File: config.mk
export PLATFORM = sky130hd
export DESIGN_NAME = jpeg_mcu_upsample_color_convert_flat
export DESIGN_NICKNAME = d
export VERILOG_FILES = /design/src/rtl/core/jmucc_pkg.sv /design/src/rtl/core/jmucc_in_if.sv /design/src/rtl/core/jmucc_out_if.sv /design/src/rtl/core/jmucc_ram.sv /design/src/rtl/core/jmucc_front.sv /design/src/rtl/core/jmucc_conv.sv /design/src/rtl/core/jpeg_mcu_upsample_color_convert.sv /design/src/flat_wrapper.sv
export SDC_FILE = /design/constraint.sdc
export NUM_CORES = 2
export LEC_CHECK = 0
export BUFFER_PORTS_ARGS = -buffer_cell sky130_fd_sc_hd__buf_2
export CAP_MARGIN = 10
export CORE_MARGIN = 4
export CORE_UTILIZATION = 35
export CTS_CLUSTER_SIZE = 8
export DETAILED_ROUTE_END_ITERATION = 8
export PLACE_DENSITY_LB_ADDON = 0.3
export SLEW_MARGIN = 30
export SYNTH_ARGS = -nofsm -noshare
export SYNTH_HDL_FRONTEND = slang
export SYNTH_SLANG_ARGS = --single-unit
File: constraint.sdc
create_clock -name i_clk -period 6.8 [get_ports i_clk]
set_clock_uncertainty 0.1 [all_clocks]
set_input_delay 1.7 -clock i_clk [delete_from_list [all_inputs] [get_ports i_clk]]
set_output_delay 1.7 -clock i_clk [all_outputs]
set_load 0.05 [all_outputs]
File: src/rtl/core/jmucc_pkg.sv
// Shared constants, types and helpers for the MCU upsampling and color conversion block.
package jmucc_pkg;

    localparam int BLOCK_SIDE  = 8;
    localparam int SAMPLE_BITS = 12;

    localparam int BLK_BITS    = $clog2(BLOCK_SIDE);
    localparam int IDX_W       = 2 * BLK_BITS;
    localparam int STORE_DEPTH = BLOCK_SIDE * BLOCK_SIDE;
    localparam int COORD_W     = 16;
    localparam int CH_W        = 8;
    localparam int SS_W        = 3;
    localparam int CFG_IDX_W   = 2;
    localparam int CFG_DATA_W  = 16;

    // Q16 coefficients and arithmetic widths
    localparam int FRAC   = 16;
    localparam int Q_W    = 18;
    localparam int PROD_W = SAMPLE_BITS + Q_W;
    localparam int SUM_W  = SAMPLE_BITS + Q_W + 2;

    localparam logic signed [Q_W-1:0] Q_CR_R = Q_W'(91881);
    localparam logic signed [Q_W-1:0] Q_CB_G = Q_W'(22553);
    localparam logic signed [Q_W-1:0] Q_CR_G = Q_W'(46802);
    localparam logic signed [Q_W-1:0] Q_CB_B = Q_W'(116130);

    localparam logic signed [SAMPLE_BITS:0] Y_OFFSET = (SAMPLE_BITS + 1)'(128);
    localparam logic [CH_W-1:0] CH_MAX = '1;

    // component codes
    localparam logic [1:0] MODE_LUMA = 2'd0;
    localparam logic [1:0] MODE_CB   = 2'd1;
    localparam logic [1:0] MODE_CR   = 2'd2;

    // subsampling codes
    localparam logic [SS_W-1:0] SS_444  = 3'd0;
    localparam logic [SS_W-1:0] SS_422H = 3'd1;
    localparam logic [SS_W-1:0] SS_422V = 3'd2;
    localparam logic [SS_W-1:0] SS_420  = 3'd3;
    localparam logic [SS_W-1:0] SS_GRAY = 3'd4;

    // configuration register indexes
    localparam logic [CFG_IDX_W-1:0] CFG_SUBSAMPLING  = 2'd0;
    localparam logic [CFG_IDX_W-1:0] CFG_IMAGE_WIDTH  = 2'd1;
    localparam logic [CFG_IDX_W-1:0] CFG_IMAGE_HEIGHT = 2'd2;

    localparam logic [COORD_W-1:0] DIM_RESET = COORD_W'(64);

    typedef struct packed {
        logic                          wr_cb;
        logic                          wr_cr;
        logic [IDX_W-1:0]              waddr;
        logic signed [SAMPLE_BITS-1:0] wdata;
        logic [IDX_W-1:0]              raddr;
    } t_mem_req;

    typedef struct packed {
        logic                          valid;
        logic                          gray;
        logic [COORD_W-1:0]            x;
        logic [COORD_W-1:0]            y;
        logic signed [SAMPLE_BITS-1:0] value;
    } t_pix;

    // truncate Q16 toward zero and clamp to the channel range
    function automatic logic [CH_W-1:0] clamp_q16(input logic signed [SUM_W-1:0] v);
        logic [CH_W-1:0] res;
        if (v < 0) begin
            res = '0;
        end else if (v[SUM_W-2:FRAC+CH_W] != '0) begin
            res = CH_MAX;
        end else begin
            res = v[FRAC+CH_W-1:FRAC];
        end
        return res;
    endfunction

endpackage

File: src/rtl/core/jmucc_in_if.sv
// Sample input channel: valid/ready handshake with one decoded sample as payload.
interface jmucc_in_if;
    logic                                    valid;
    logic                                    ready;
    logic [1:0]                              mode;
    logic [1:0]                              block_in_mcu;
    logic [jmucc_pkg::IDX_W-1:0]             sample_index;
    logic signed [jmucc_pkg::SAMPLE_BITS-1:0] sample_value;

    modport source (output valid, mode, block_in_mcu, sample_index, sample_value,
                    input ready);
    modport sink   (input valid, mode, block_in_mcu, sample_index, sample_value,
                    output ready);
endinterface

File: src/rtl/core/jmucc_out_if.sv
// Pixel output channel: valid/ready handshake with one RGB pixel as payload.
interface jmucc_out_if;
    logic                          valid;
    logic                          ready;
    logic [jmucc_pkg::COORD_W-1:0] pixel_x;
    logic [jmucc_pkg::COORD_W-1:0] pixel_y;
    logic [jmucc_pkg::CH_W-1:0]    red;
    logic [jmucc_pkg::CH_W-1:0]    green;
    logic [jmucc_pkg::CH_W-1:0]    blue;

    modport source (output valid, pixel_x, pixel_y, red, green, blue, input ready);
    modport sink   (input valid, pixel_x, pixel_y, red, green, blue, output ready);
endinterface

File: src/rtl/core/jmucc_ram.sv
// Generic single-write, single-read RAM with registered read data.
module jmucc_ram #(
    parameter int WIDTH = 12,
    parameter int DEPTH = 64
) (
    input  logic                     i_clk,
    input  logic                     i_we,
    input  logic [$clog2(DEPTH)-1:0] i_waddr,
    input  logic [WIDTH-1:0]         i_wdata,
    input  logic                     i_re,
    input  logic [$clog2(DEPTH)-1:0] i_raddr,
    output logic [WIDTH-1:0]         o_rdata
);

    logic [WIDTH-1:0] r_mem [DEPTH];
    logic [WIDTH-1:0] r_rdata;

    always_ff @(posedge i_clk) begin
        if (i_we) begin
            r_mem[i_waddr] <= i_wdata;
        end
        if (i_re) begin
            r_rdata <= r_mem[i_raddr];
        end
    end

    assign o_rdata = r_rdata;

endmodule

File: src/rtl/core/jmucc_front.sv
// Configuration registers, MCU origin tracking, chroma addressing and pixel placement.
module jmucc_front (
    input  logic                                     i_clk,
    input  logic                                     i_rst_n,
    input  logic                                     i_cfg_we,
    input  logic [jmucc_pkg::CFG_IDX_W-1:0]          i_cfg_idx,
    input  logic [jmucc_pkg::CFG_DATA_W-1:0]         i_cfg_data,
    input  logic                                     i_accept,
    input  logic [1:0]                               i_mode,
    input  logic [1:0]                               i_block_in_mcu,
    input  logic [jmucc_pkg::IDX_W-1:0]              i_sample_index,
    input  logic signed [jmucc_pkg::SAMPLE_BITS-1:0] i_sample_value,
    output jmucc_pkg::t_mem_req                      o_mem,
    output jmucc_pkg::t_pix                          o_pix
);

    localparam int CW  = jmucc_pkg::COORD_W;
    localparam int BB  = jmucc_pkg::BLK_BITS;
    localparam logic [CW:0] MCU_NARROW = (CW + 1)'(jmucc_pkg::BLOCK_SIDE);
    localparam logic [CW:0] MCU_WIDE   = (CW + 1)'(2 * jmucc_pkg::BLOCK_SIDE);

    logic [jmucc_pkg::SS_W-1:0] r_subsampling;
    logic [CW-1:0]              r_width;
    logic [CW-1:0]              r_height;
    logic [CW-1:0]              r_origin_x;
    logic [CW-1:0]              r_origin_y;
    logic [CW-1:0]              n_origin_x;
    logic [CW-1:0]              n_origin_y;

    logic [BB-1:0]              row;
    logic [BB-1:0]              col;
    logic                       bx;
    logic                       by;
    logic                       wide;
    logic                       tall;
    logic [1:0]                 last_blk;
    logic [1:0]                 blk_eff;
    logic [jmucc_pkg::IDX_W-1:0] cidx;
    logic                       luma;
    logic                       mcu_end;
    logic [CW:0]                px;
    logic [CW:0]                py;
    logic [CW:0]                nx;
    logic [CW:0]                ny;

    assign row = i_sample_index[jmucc_pkg::IDX_W-1:BB];
    assign col = i_sample_index[BB-1:0];

    always_comb begin
        bx       = 1'b0;
        by       = 1'b0;
        wide     = 1'b0;
        tall     = 1'b0;
        last_blk = 2'd0;
        blk_eff  = i_block_in_mcu;
        cidx     = i_sample_index;
        case (r_subsampling)
            jmucc_pkg::SS_422H: begin
                bx       = i_block_in_mcu[0];
                wide     = 1'b1;
                last_blk = 2'd1;
                cidx     = {row, i_block_in_mcu[0], col[BB-1:1]};
            end
            jmucc_pkg::SS_422V: begin
                by       = i_block_in_mcu[0];
                tall     = 1'b1;
                last_blk = 2'd1;
                cidx     = {i_block_in_mcu[0], row[BB-1:1], col};
            end
            jmucc_pkg::SS_420: begin
                bx       = i_block_in_mcu[0];
                by       = i_block_in_mcu[1];
                wide     = 1'b1;
                tall     = 1'b1;
                last_blk = 2'd3;
                cidx     = {i_block_in_mcu[1], row[BB-1:1], i_block_in_mcu[0], col[BB-1:1]};
            end
            default: begin
                blk_eff = 2'd0;
            end
        endcase
    end

    assign luma    = (i_mode == jmucc_pkg::MODE_LUMA) && (r_subsampling <= jmucc_pkg::SS_GRAY);
    assign mcu_end = luma && (i_sample_index == '1) && (blk_eff == last_blk);

    assign px = {1'b0, r_origin_x} + (CW + 1)'({bx, col});
    assign py = {1'b0, r_origin_y} + (CW + 1)'({by, row});

    assign o_pix.valid = luma && (px < {1'b0, r_width}) && (py < {1'b0, r_height});
    assign o_pix.gray  = (r_subsampling == jmucc_pkg::SS_GRAY);
    assign o_pix.x     = px[CW-1:0];
    assign o_pix.y     = py[CW-1:0];
    assign o_pix.value = i_sample_value;

    assign o_mem.wr_cb = i_accept && (i_mode == jmucc_pkg::MODE_CB);
    assign o_mem.wr_cr = i_accept && (i_mode == jmucc_pkg::MODE_CR);
    assign o_mem.waddr = i_sample_index;
    assign o_mem.wdata = i_sample_value;
    assign o_mem.raddr = cidx;

    // step to the next MCU in raster order, wrap at the image edges
    assign nx = {1'b0, r_origin_x} + (wide ? MCU_WIDE : MCU_NARROW);
    assign ny = {1'b0, r_origin_y} + (tall ? MCU_WIDE : MCU_NARROW);

    always_comb begin
        n_origin_x = r_origin_x;
        n_origin_y = r_origin_y;
        if (i_accept && mcu_end) begin
            if (nx >= {1'b0, r_width}) begin
                n_origin_x = '0;
                if (ny >= {1'b0, r_height}) begin
                    n_origin_y = '0;
                end else begin
                    n_origin_y = ny[CW-1:0];
                end
            end else begin
                n_origin_x = nx[CW-1:0];
            end
        end
    end

    always_ff @(posedge i_clk) begin
        if (!i_rst_n) begin
            r_subsampling <= jmucc_pkg::SS_444;
            r_width       <= jmucc_pkg::DIM_RESET;
            r_height      <= jmucc_pkg::DIM_RESET;
            r_origin_x    <= '0;
            r_origin_y    <= '0;
        end else begin
            r_origin_x <= n_origin_x;
            r_origin_y <= n_origin_y;
            if (i_cfg_we) begin
                case (i_cfg_idx)
                    jmucc_pkg::CFG_SUBSAMPLING:  r_subsampling <= i_cfg_data[jmucc_pkg::SS_W-1:0];
                    jmucc_pkg::CFG_IMAGE_WIDTH:  r_width       <= i_cfg_data[CW-1:0];
                    jmucc_pkg::CFG_IMAGE_HEIGHT: r_height      <= i_cfg_data[CW-1:0];
                    default: begin
                    end
                endcase
            end
        end
    end

endmodule

File: src/rtl/core/jmucc_conv.sv
// Three-stage color conversion pipeline: chroma fetch, Q16 products, sum and clamp.
module jmucc_conv (
    input  logic                                     i_clk,
    input  logic                                     i_rst_n,
    input  jmucc_pkg::t_pix                          i_pix,
    input  logic signed [jmucc_pkg::SAMPLE_BITS-1:0] i_cb,
    input  logic signed [jmucc_pkg::SAMPLE_BITS-1:0] i_cr,
    output logic                                     o_advance,
    jmucc_out_if.source                              o_out
);

    localparam int SB = jmucc_pkg::SAMPLE_BITS;
    localparam int PW = jmucc_pkg::PROD_W;
    localparam int SW = jmucc_pkg::SUM_W;

    logic adv1;
    logic adv2;
    logic adv_out;

    // stage 1: pixel info, chroma arrives from the RAMs
    logic            r_v1;
    jmucc_pkg::t_pix r_s1;

    // stage 2: products
    logic                          r_v2;
    logic [jmucc_pkg::COORD_W-1:0] r_x2;
    logic [jmucc_pkg::COORD_W-1:0] r_y2;
    logic signed [SB:0]            r_base;
    logic signed [PW-1:0]          r_p_r;
    logic signed [PW-1:0]          r_p_gb;
    logic signed [PW-1:0]          r_p_gr;
    logic signed [PW-1:0]          r_p_b;
    logic signed [SB-1:0]          cb_eff;
    logic signed [SB-1:0]          cr_eff;
    logic signed [SB:0]            n_base;
    logic signed [PW-1:0]          n_p_r;
    logic signed [PW-1:0]          n_p_gb;
    logic signed [PW-1:0]          n_p_gr;
    logic signed [PW-1:0]          n_p_b;

    // output register
    logic                          r_out_valid;
    logic [jmucc_pkg::COORD_W-1:0] r_px;
    logic [jmucc_pkg::COORD_W-1:0] r_py;
    logic [jmucc_pkg::CH_W-1:0]    r_red;
    logic [jmucc_pkg::CH_W-1:0]    r_green;
    logic [jmucc_pkg::CH_W-1:0]    r_blue;
    logic signed [SW-1:0]          base_q;
    logic signed [SW-1:0]          sum_r;
    logic signed [SW-1:0]          sum_g;
    logic signed [SW-1:0]          sum_b;

    // each stage moves when it is empty or the next one moves
    assign adv_out   = !r_out_valid || o_out.ready;
    assign adv2      = !r_v2 || adv_out;
    assign adv1      = !r_v1 || adv2;
    assign o_advance = adv1;

    // gray: zero chroma leaves clamp(Y + 128)
    assign cb_eff = r_s1.gray ? '0 : i_cb;
    assign cr_eff = r_s1.gray ? '0 : i_cr;
    assign n_base = $signed({r_s1.value[SB-1], r_s1.value}) + jmucc_pkg::Y_OFFSET;
    assign n_p_r  = jmucc_pkg::Q_CR_R * cr_eff;
    assign n_p_gb = jmucc_pkg::Q_CB_G * cb_eff;
    assign n_p_gr = jmucc_pkg::Q_CR_G * cr_eff;
    assign n_p_b  = jmucc_pkg::Q_CB_B * cb_eff;

    assign base_q = SW'(r_base) <<< jmucc_pkg::FRAC;
    assign sum_r  = base_q + SW'(r_p_r);
    assign sum_g  = base_q - SW'(r_p_gb) - SW'(r_p_gr);
    assign sum_b  = base_q + SW'(r_p_b);

    always_ff @(posedge i_clk) begin
        if (!i_rst_n) begin
            r_v1        <= 1'b0;
            r_v2        <= 1'b0;
            r_out_valid <= 1'b0;
        end else begin
            if (adv1) begin
                r_v1 <= i_pix.valid;
            end
            if (adv2) begin
                r_v2 <= r_v1;
            end
            if (adv_out) begin
                r_out_valid <= r_v2;
            end
        end
    end

    always_ff @(posedge i_clk) begin
        if (adv1) begin
            r_s1 <= i_pix;
        end
        if (adv2) begin
            r_x2   <= r_s1.x;
            r_y2   <= r_s1.y;
            r_base <= n_base;
            r_p_r  <= n_p_r;
            r_p_gb <= n_p_gb;
            r_p_gr <= n_p_gr;
            r_p_b  <= n_p_b;
        end
        if (adv_out) begin
            r_px    <= r_x2;
            r_py    <= r_y2;
            r_red   <= jmucc_pkg::clamp_q16(sum_r);
            r_green <= jmucc_pkg::clamp_q16(sum_g);
            r_blue  <= jmucc_pkg::clamp_q16(sum_b);
        end
    end

    assign o_out.valid   = r_out_valid;
    assign o_out.pixel_x = r_px;
    assign o_out.pixel_y = r_py;
    assign o_out.red     = r_red;
    assign o_out.green   = r_green;
    assign o_out.blue    = r_blue;

endmodule

File: src/rtl/core/jpeg_mcu_upsample_color_convert.sv
// Top level: JPEG MCU chroma upsampling and YCbCr to RGB conversion.
//
// Takes one decoded, level-shifted sample per cycle. Cb and Cr samples of an
// MCU go into two 64-entry chroma RAMs (one write port and one read port each);
// each luma sample then reads the nearest chroma entry for the configured
// subsampling and produces one RGB pixel at its image position, or nothing if
// that position lies outside the configured image. Gray mode outputs Y+128 on
// all channels. The MCU origin advances on its own in raster order after the
// last sample of the last luma block of each MCU. One item is accepted every
// cycle unless an output stall holds the input; a pixel passes the chroma RAM
// read at the edge that accepts its luma sample, then the coefficient multiply,
// then the sum and clamp. While a finished pixel waits on the output the input
// keeps accepting only until the two stages behind it are full; from then on an
// output stall holds the input. Chroma entries must be written before a luma
// sample reads them; there is no RAM clear after reset. Write configuration
// only while the block is idle.
module jpeg_mcu_upsample_color_convert (
    input  logic                             i_clk,
    input  logic                             i_rst_n,
    input  logic                             i_cfg_we,
    input  logic [jmucc_pkg::CFG_IDX_W-1:0]  i_cfg_idx,
    input  logic [jmucc_pkg::CFG_DATA_W-1:0] i_cfg_data,
    jmucc_in_if.sink                         i_in,
    jmucc_out_if.source                      o_out
);

    localparam int SB = jmucc_pkg::SAMPLE_BITS;

    logic                 accept;
    logic                 advance;
    jmucc_pkg::t_mem_req  mem;
    jmucc_pkg::t_pix      pix;
    logic signed [SB-1:0] cb_rdata;
    logic signed [SB-1:0] cr_rdata;

    assign i_in.ready = advance;
    assign accept     = i_in.valid && advance;

    jmucc_front u_front (
        .i_clk          (i_clk),
        .i_rst_n        (i_rst_n),
        .i_cfg_we       (i_cfg_we),
        .i_cfg_idx      (i_cfg_idx),
        .i_cfg_data     (i_cfg_data),
        .i_accept       (accept),
        .i_mode         (i_in.mode),
        .i_block_in_mcu (i_in.block_in_mcu),
        .i_sample_index (i_in.sample_index),
        .i_sample_value (i_in.sample_value),
        .o_mem          (mem),
        .o_pix          (pix)
    );

    jmucc_ram #(
        .WIDTH (SB),
        .DEPTH (jmucc_pkg::STORE_DEPTH)
    ) u_cb_ram (
        .i_clk   (i_clk),
        .i_we    (mem.wr_cb),
        .i_waddr (mem.waddr),
        .i_wdata (mem.wdata),
        .i_re    (advance),
        .i_raddr (mem.raddr),
        .o_rdata (cb_rdata)
    );

    jmucc_ram #(
        .WIDTH (SB),
        .DEPTH (jmucc_pkg::STORE_DEPTH)
    ) u_cr_ram (
        .i_clk   (i_clk),
        .i_we    (mem.wr_cr),
        .i_waddr (mem.waddr),
        .i_wdata (mem.wdata),
        .i_re    (advance),
        .i_raddr (mem.raddr),
        .o_rdata (cr_rdata)
    );

    // gate the pixel with the handshake so bubbles enter the pipeline
    jmucc_pkg::t_pix pix_acc;

    always_comb begin
        pix_acc       = pix;
        pix_acc.valid = pix.valid && accept;
    end

    jmucc_conv u_conv (
        .i_clk     (i_clk),
        .i_rst_n   (i_rst_n),
        .i_pix     (pix_acc),
        .i_cb      (cb_rdata),
        .i_cr      (cr_rdata),
        .o_advance (advance),
        .o_out     (o_out)
    );

endmodule

File: src/flat_wrapper.sv
// flat-port wrapper written by rule: the top's interface ports become plain ports
module jpeg_mcu_upsample_color_convert_flat 
  (i_clk, i_rst_n, i_cfg_we, i_cfg_idx, i_cfg_data, i_in_valid, i_in_mode, i_in_block_in_mcu, i_in_sample_index, i_in_sample_value, i_in_ready, o_out_valid, o_out_pixel_x, o_out_pixel_y, o_out_red, o_out_green, o_out_blue, o_out_ready);
  jmucc_in_if i_in_i ();
  jmucc_out_if o_out_i ();
  input  logic i_clk;
  input  logic i_rst_n;
  input  logic i_cfg_we;
  input  logic [jmucc_pkg::CFG_IDX_W-1:0] i_cfg_idx;
  input  logic [jmucc_pkg::CFG_DATA_W-1:0] i_cfg_data;
  input wire logic [$bits(i_in_i.valid)-1:0] i_in_valid;
  input wire logic [$bits(i_in_i.mode)-1:0] i_in_mode;
  input wire logic [$bits(i_in_i.block_in_mcu)-1:0] i_in_block_in_mcu;
  input wire logic [$bits(i_in_i.sample_index)-1:0] i_in_sample_index;
  input wire logic [$bits(i_in_i.sample_value)-1:0] i_in_sample_value;
  output wire logic [$bits(i_in_i.ready)-1:0] i_in_ready;
  output wire logic [$bits(o_out_i.valid)-1:0] o_out_valid;
  output wire logic [$bits(o_out_i.pixel_x)-1:0] o_out_pixel_x;
  output wire logic [$bits(o_out_i.pixel_y)-1:0] o_out_pixel_y;
  output wire logic [$bits(o_out_i.red)-1:0] o_out_red;
  output wire logic [$bits(o_out_i.green)-1:0] o_out_green;
  output wire logic [$bits(o_out_i.blue)-1:0] o_out_blue;
  input wire logic [$bits(o_out_i.ready)-1:0] o_out_ready;
  assign i_in_i.valid = i_in_valid;
  assign i_in_i.mode = i_in_mode;
  assign i_in_i.block_in_mcu = i_in_block_in_mcu;
  assign i_in_i.sample_index = i_in_sample_index;
  assign i_in_i.sample_value = i_in_sample_value;
  assign i_in_ready = i_in_i.ready;
  assign o_out_valid = o_out_i.valid;
  assign o_out_pixel_x = o_out_i.pixel_x;
  assign o_out_pixel_y = o_out_i.pixel_y;
  assign o_out_red = o_out_i.red;
  assign o_out_green = o_out_i.green;
  assign o_out_blue = o_out_i.blue;
  assign o_out_i.ready = o_out_ready;
  jpeg_mcu_upsample_color_convert u_core (.i_clk(i_clk), .i_rst_n(i_rst_n), .i_cfg_we(i_cfg_we), .i_cfg_idx(i_cfg_idx), .i_cfg_data(i_cfg_data), .i_in(i_in_i), .o_out(o_out_i));
endmodule
==> flow_metrics.tcl <==
set metrics [dict create \
    nets 6384 \
    die_y_um 505 \
    yosys-top-cells-count "1,790 x edfxtp_1, 468 x inv_1, 431 x ha_1, 384 x mux4_2, 331 x nand2_1" \
    route.detailed.drc 0 \
    clk_path_buf_depth 4 \
    die-area_mm2 0.255 \
    via_per_inst 5.29 \
    grt_first_pass_wirelength_um 324000 \
    yosys.area.top_type_share 0.623 \
    holdBufCountCts 0 \
    slowest_delay_ns 0.51 \
    synth-main-ff-cell "edfxtp_1" \
    place_area_mm2 0.0918 \
    globalplace.congestion 0.897 \
    seq_area_frac_synth 0.638 \
    cpMaxStageDelayCell "fa_1" \
    drv_cap 0 \
    cts_max_level 5 \
    via_count 47386 \
    synth_edf_count 1790 \
    synth_fp_nets 6007 \
    synth.distinct_cells 76 \
    grt_pass1_vias 49084 \
    p_per_area_mw_per_mm2 456 \
    die_w_um 505 \
    clock-sinks 1854 \
    cts_setup_buffers 0 \
    start_util 0.351 \
    grt_usage 0.168 \
    worst_pin_slew_ns 0.957 \
    cp-start-kind "flip-flop" \
    cts_buffers 283 \
    ys.warnings.count 0 \
    hold_path.class "flip-flop to flip-flop" \
    syn_avg_cell_area_um2 16.2 \
    ir_drop_mv 0.551 \
    grt_max_degree 105 \
    fp.coreArea_mm2 0.246 \
    yosys.area.top_type "edfxtp_1" \
    setup-tns-final_ns 0 \
    maxSlewHeadroom 0.361 \
    worstSetupPathType "flip-flop to flip-flop" \
    clock_latency_ns 0.87 \
    status "finished, final reports clean" \
    rsz0062_at_grt "false" \
    first_iter_violations 4200 \
    final_area_mm2 0.0993 \
    root_buffer "clkbuf_16" \
    rows 182 \
    fin_crit_sh 0.933 \
    cp.arrival_ns 6.81 \
    cts_tree "built" \
    fmax_mhz 158 \
    yosysMostFrequentCell "edfxtp_1" \
    post-route-min-period_ns 6.35 \
    path_cells "buf_4 > buf_4 > nand2b_1 > inv_1 > ha_1 > inv_1 > fa_1 > fa_1 > inv_1 > fa_1 > fa_1 > ha_1 > nand4_1 > a21oi_1 > inv_1 > o211a_1 > o311ai_2 > a31oi_4 > o21ai_2 > a2111oi_0 > a31o_2" \
    cp_top_family "adder cells" \
    hpwl_um 139000 \
    drive_gt1_frac 0.184 \
    required_ns 7.26 \
    io_pins 103 \
    drtAntennaViolNets 0 \
    synthCells 5325 \
    cellLeakagePower_nw 35.8 \
    finalSetupViolations 0 \
    grt_overflow 0 \
    finalWirelength_um 216000 \
    synth_area_mm2 0.0863 \
    final_max_slew_viol_count 0 \
    synthTopCellsByArea "edfxtp_1 62%, mux4_2 10%, ha_1 6.3%" \
    drtPass1Iterations 6 \
    ctsResizeCount 0 \
    final-hold-violation-count 0 \
    wire_per_inst_um 24.1 \
    antenna_found_initial 8 \
    synth-async-reset-ratio 0 \
    cp-end-kind "flip-flop" \
    clk_pin_slew_ns 0.05 \
    synth_seq_cells 1854 \
    path_buf_inv 6 \
    syn_to_final_growth_pct 15.1 \
    io_buffers 102 \
    worstPathMaxFanout 15 \
]
-- kinds of logic after synthesis --
logic type                 count (synthesis)  share of synthesized area
AOI/OAI and AO/OA                        673                     0.0527
adders and majority gates                637                      0.110
xor gates and xnor gates                 139                     0.0141
DFF                                     1854                      0.638
muxes                                    397                      0.102
and+or+nand+nor                          929                     0.0506
buffers and inverters                    696                     0.0327
-- path summary, 6_finish.rpt --
| kind | from | endpoint | slack, ns | cells after the start |
|---|---|---|---|---|
| worst max-delay path | u_core.u_conv.r_s1[44] | u_core.u_conv.r_p_b[29] | 0.45 | 21 |
| worst min-delay path | u_core.u_conv.r_s1[13] | u_core.u_conv.r_y2[1] | 0.30 | 0 |
| worst max register to register | u_core.u_conv.r_s1[44] | u_core.u_conv.r_p_b[29] | 0.45 | 21 |
| worst min register to register | u_core.u_conv.r_s1[13] | u_core.u_conv.r_y2[1] | 0.30 | 0 |
-- final cells by class --
| class | instances | area (µm²) |
|---|---|---|
| fillers | 22036 | 146000 |
| flip-flops and latches | 1854 | 55000 |
| multi-input cells | 2775 | 28600 |
| clock buffers | 317 | 7400 |
| well taps | 3220 | 4030 |
| repair buffers | 319 | 2470 |
| inverters | 469 | 1760 |
| clock inverters | 6 | 66.3 |
| diodes | 3 | 7.51 |
-- state kept, by name (all words and copies together) (netlist names), 14 cells and up --
| signal | flops |
|---|---|
| u_core.u_cb_ram.r_mem | 768 |
| u_core.u_conv.o_out.pixel_x | 16 |
| u_core.u_conv.o_out.pixel_y | 16 |
| u_core.u_conv.r_p_b | 14 |
| u_core.u_conv.r_p_gb | 28 |
| u_core.u_conv.r_p_gr | 21 |
| u_core.u_conv.r_p_r | 21 |
| u_core.u_conv.r_s1 | 45 |
| u_core.u_conv.r_x2 | 16 |
| u_core.u_conv.r_y2 | 16 |
| u_core.u_cr_ram.r_mem | 768 |
| u_core.u_front.r_height | 16 |
| u_core.u_front.r_width | 16 |
-- report_power, final --
group | internal [mW] | leakage [nW] | switching [mW]
clock | 7.56 | 3.66 | 4.53
sequential | 13.9 | 17.1 | 0.162
combinational | 8.00 | 15.0 | 11.1
total | 29.4 | 35.8 | 15.8
-- per-stage QoR --
stage,total power [mW],hold slack (ns),setup WS [ns],utilization,std cells
floorplan,28.4,0.300,0.778,-,5325
finish,45.3,0.303,0.455,0.404,8963
global route,48.6,0.318,0.0554,0.404,8961
global placement,33.3,0.302,0.564,0.373,8634
detailed placement,33.4,0.305,0.514,0.373,8634
CTS,45.7,0.303,0.433,0.404,8957
-- per-layer routing --
layer,vias to the layer above,routed length (µm),global-route usage
met4,2,4900,0.0411
met5,-,7,0
met3,333,13200,0.0294
met2,1444,102000,0.267
li1,20952,-,-
met1,24655,96000,0.240
-- layout by cell type, fill, tap and decap left out, types with 6 or more instances in the layout --
| cell type | count |
|---|---|
| or3b_2 | 6 |
| o21ai_0 | 61 |
| a31o_2 | 10 |
| inv_1 | 467 |
| and2_1 | 108 |
| nand3b_1 | 11 |
| buf_12 | 21 |
| ha_1 | 431 |
| o21a_1 | 34 |
| nand2_1 | 330 |
| buf_4 | 203 |
| or3_1 | 9 |
| or2_2 | 19 |
| a21o_1 | 59 |
| nor3_1 | 31 |
| o211ai_1 | 12 |
| mux4_2 | 384 |
| a311oi_1 | 50 |
| nor2b_1 | 25 |
| fa_1 | 206 |
| nand3_1 | 60 |
| nand2b_1 | 32 |
| buf_2 | 90 |
| nand4_1 | 21 |
| xnor2_1 | 92 |
| dfxtp_1 | 64 |
| a21oi_1 | 176 |
| clkbuf_1 | 25 |
| clkbuf_16 | 292 |
| and3_1 | 12 |
| a211oi_1 | 136 |
| edfxtp_1 | 1790 |
| nor2_1 | 230 |
| nor4_1 | 9 |
| mux2i_1 | 7 |
| o21bai_1 | 13 |
| xor2_1 | 47 |
| a31oi_1 | 59 |
Note: power is estimated with default switching activity, not from simulation.
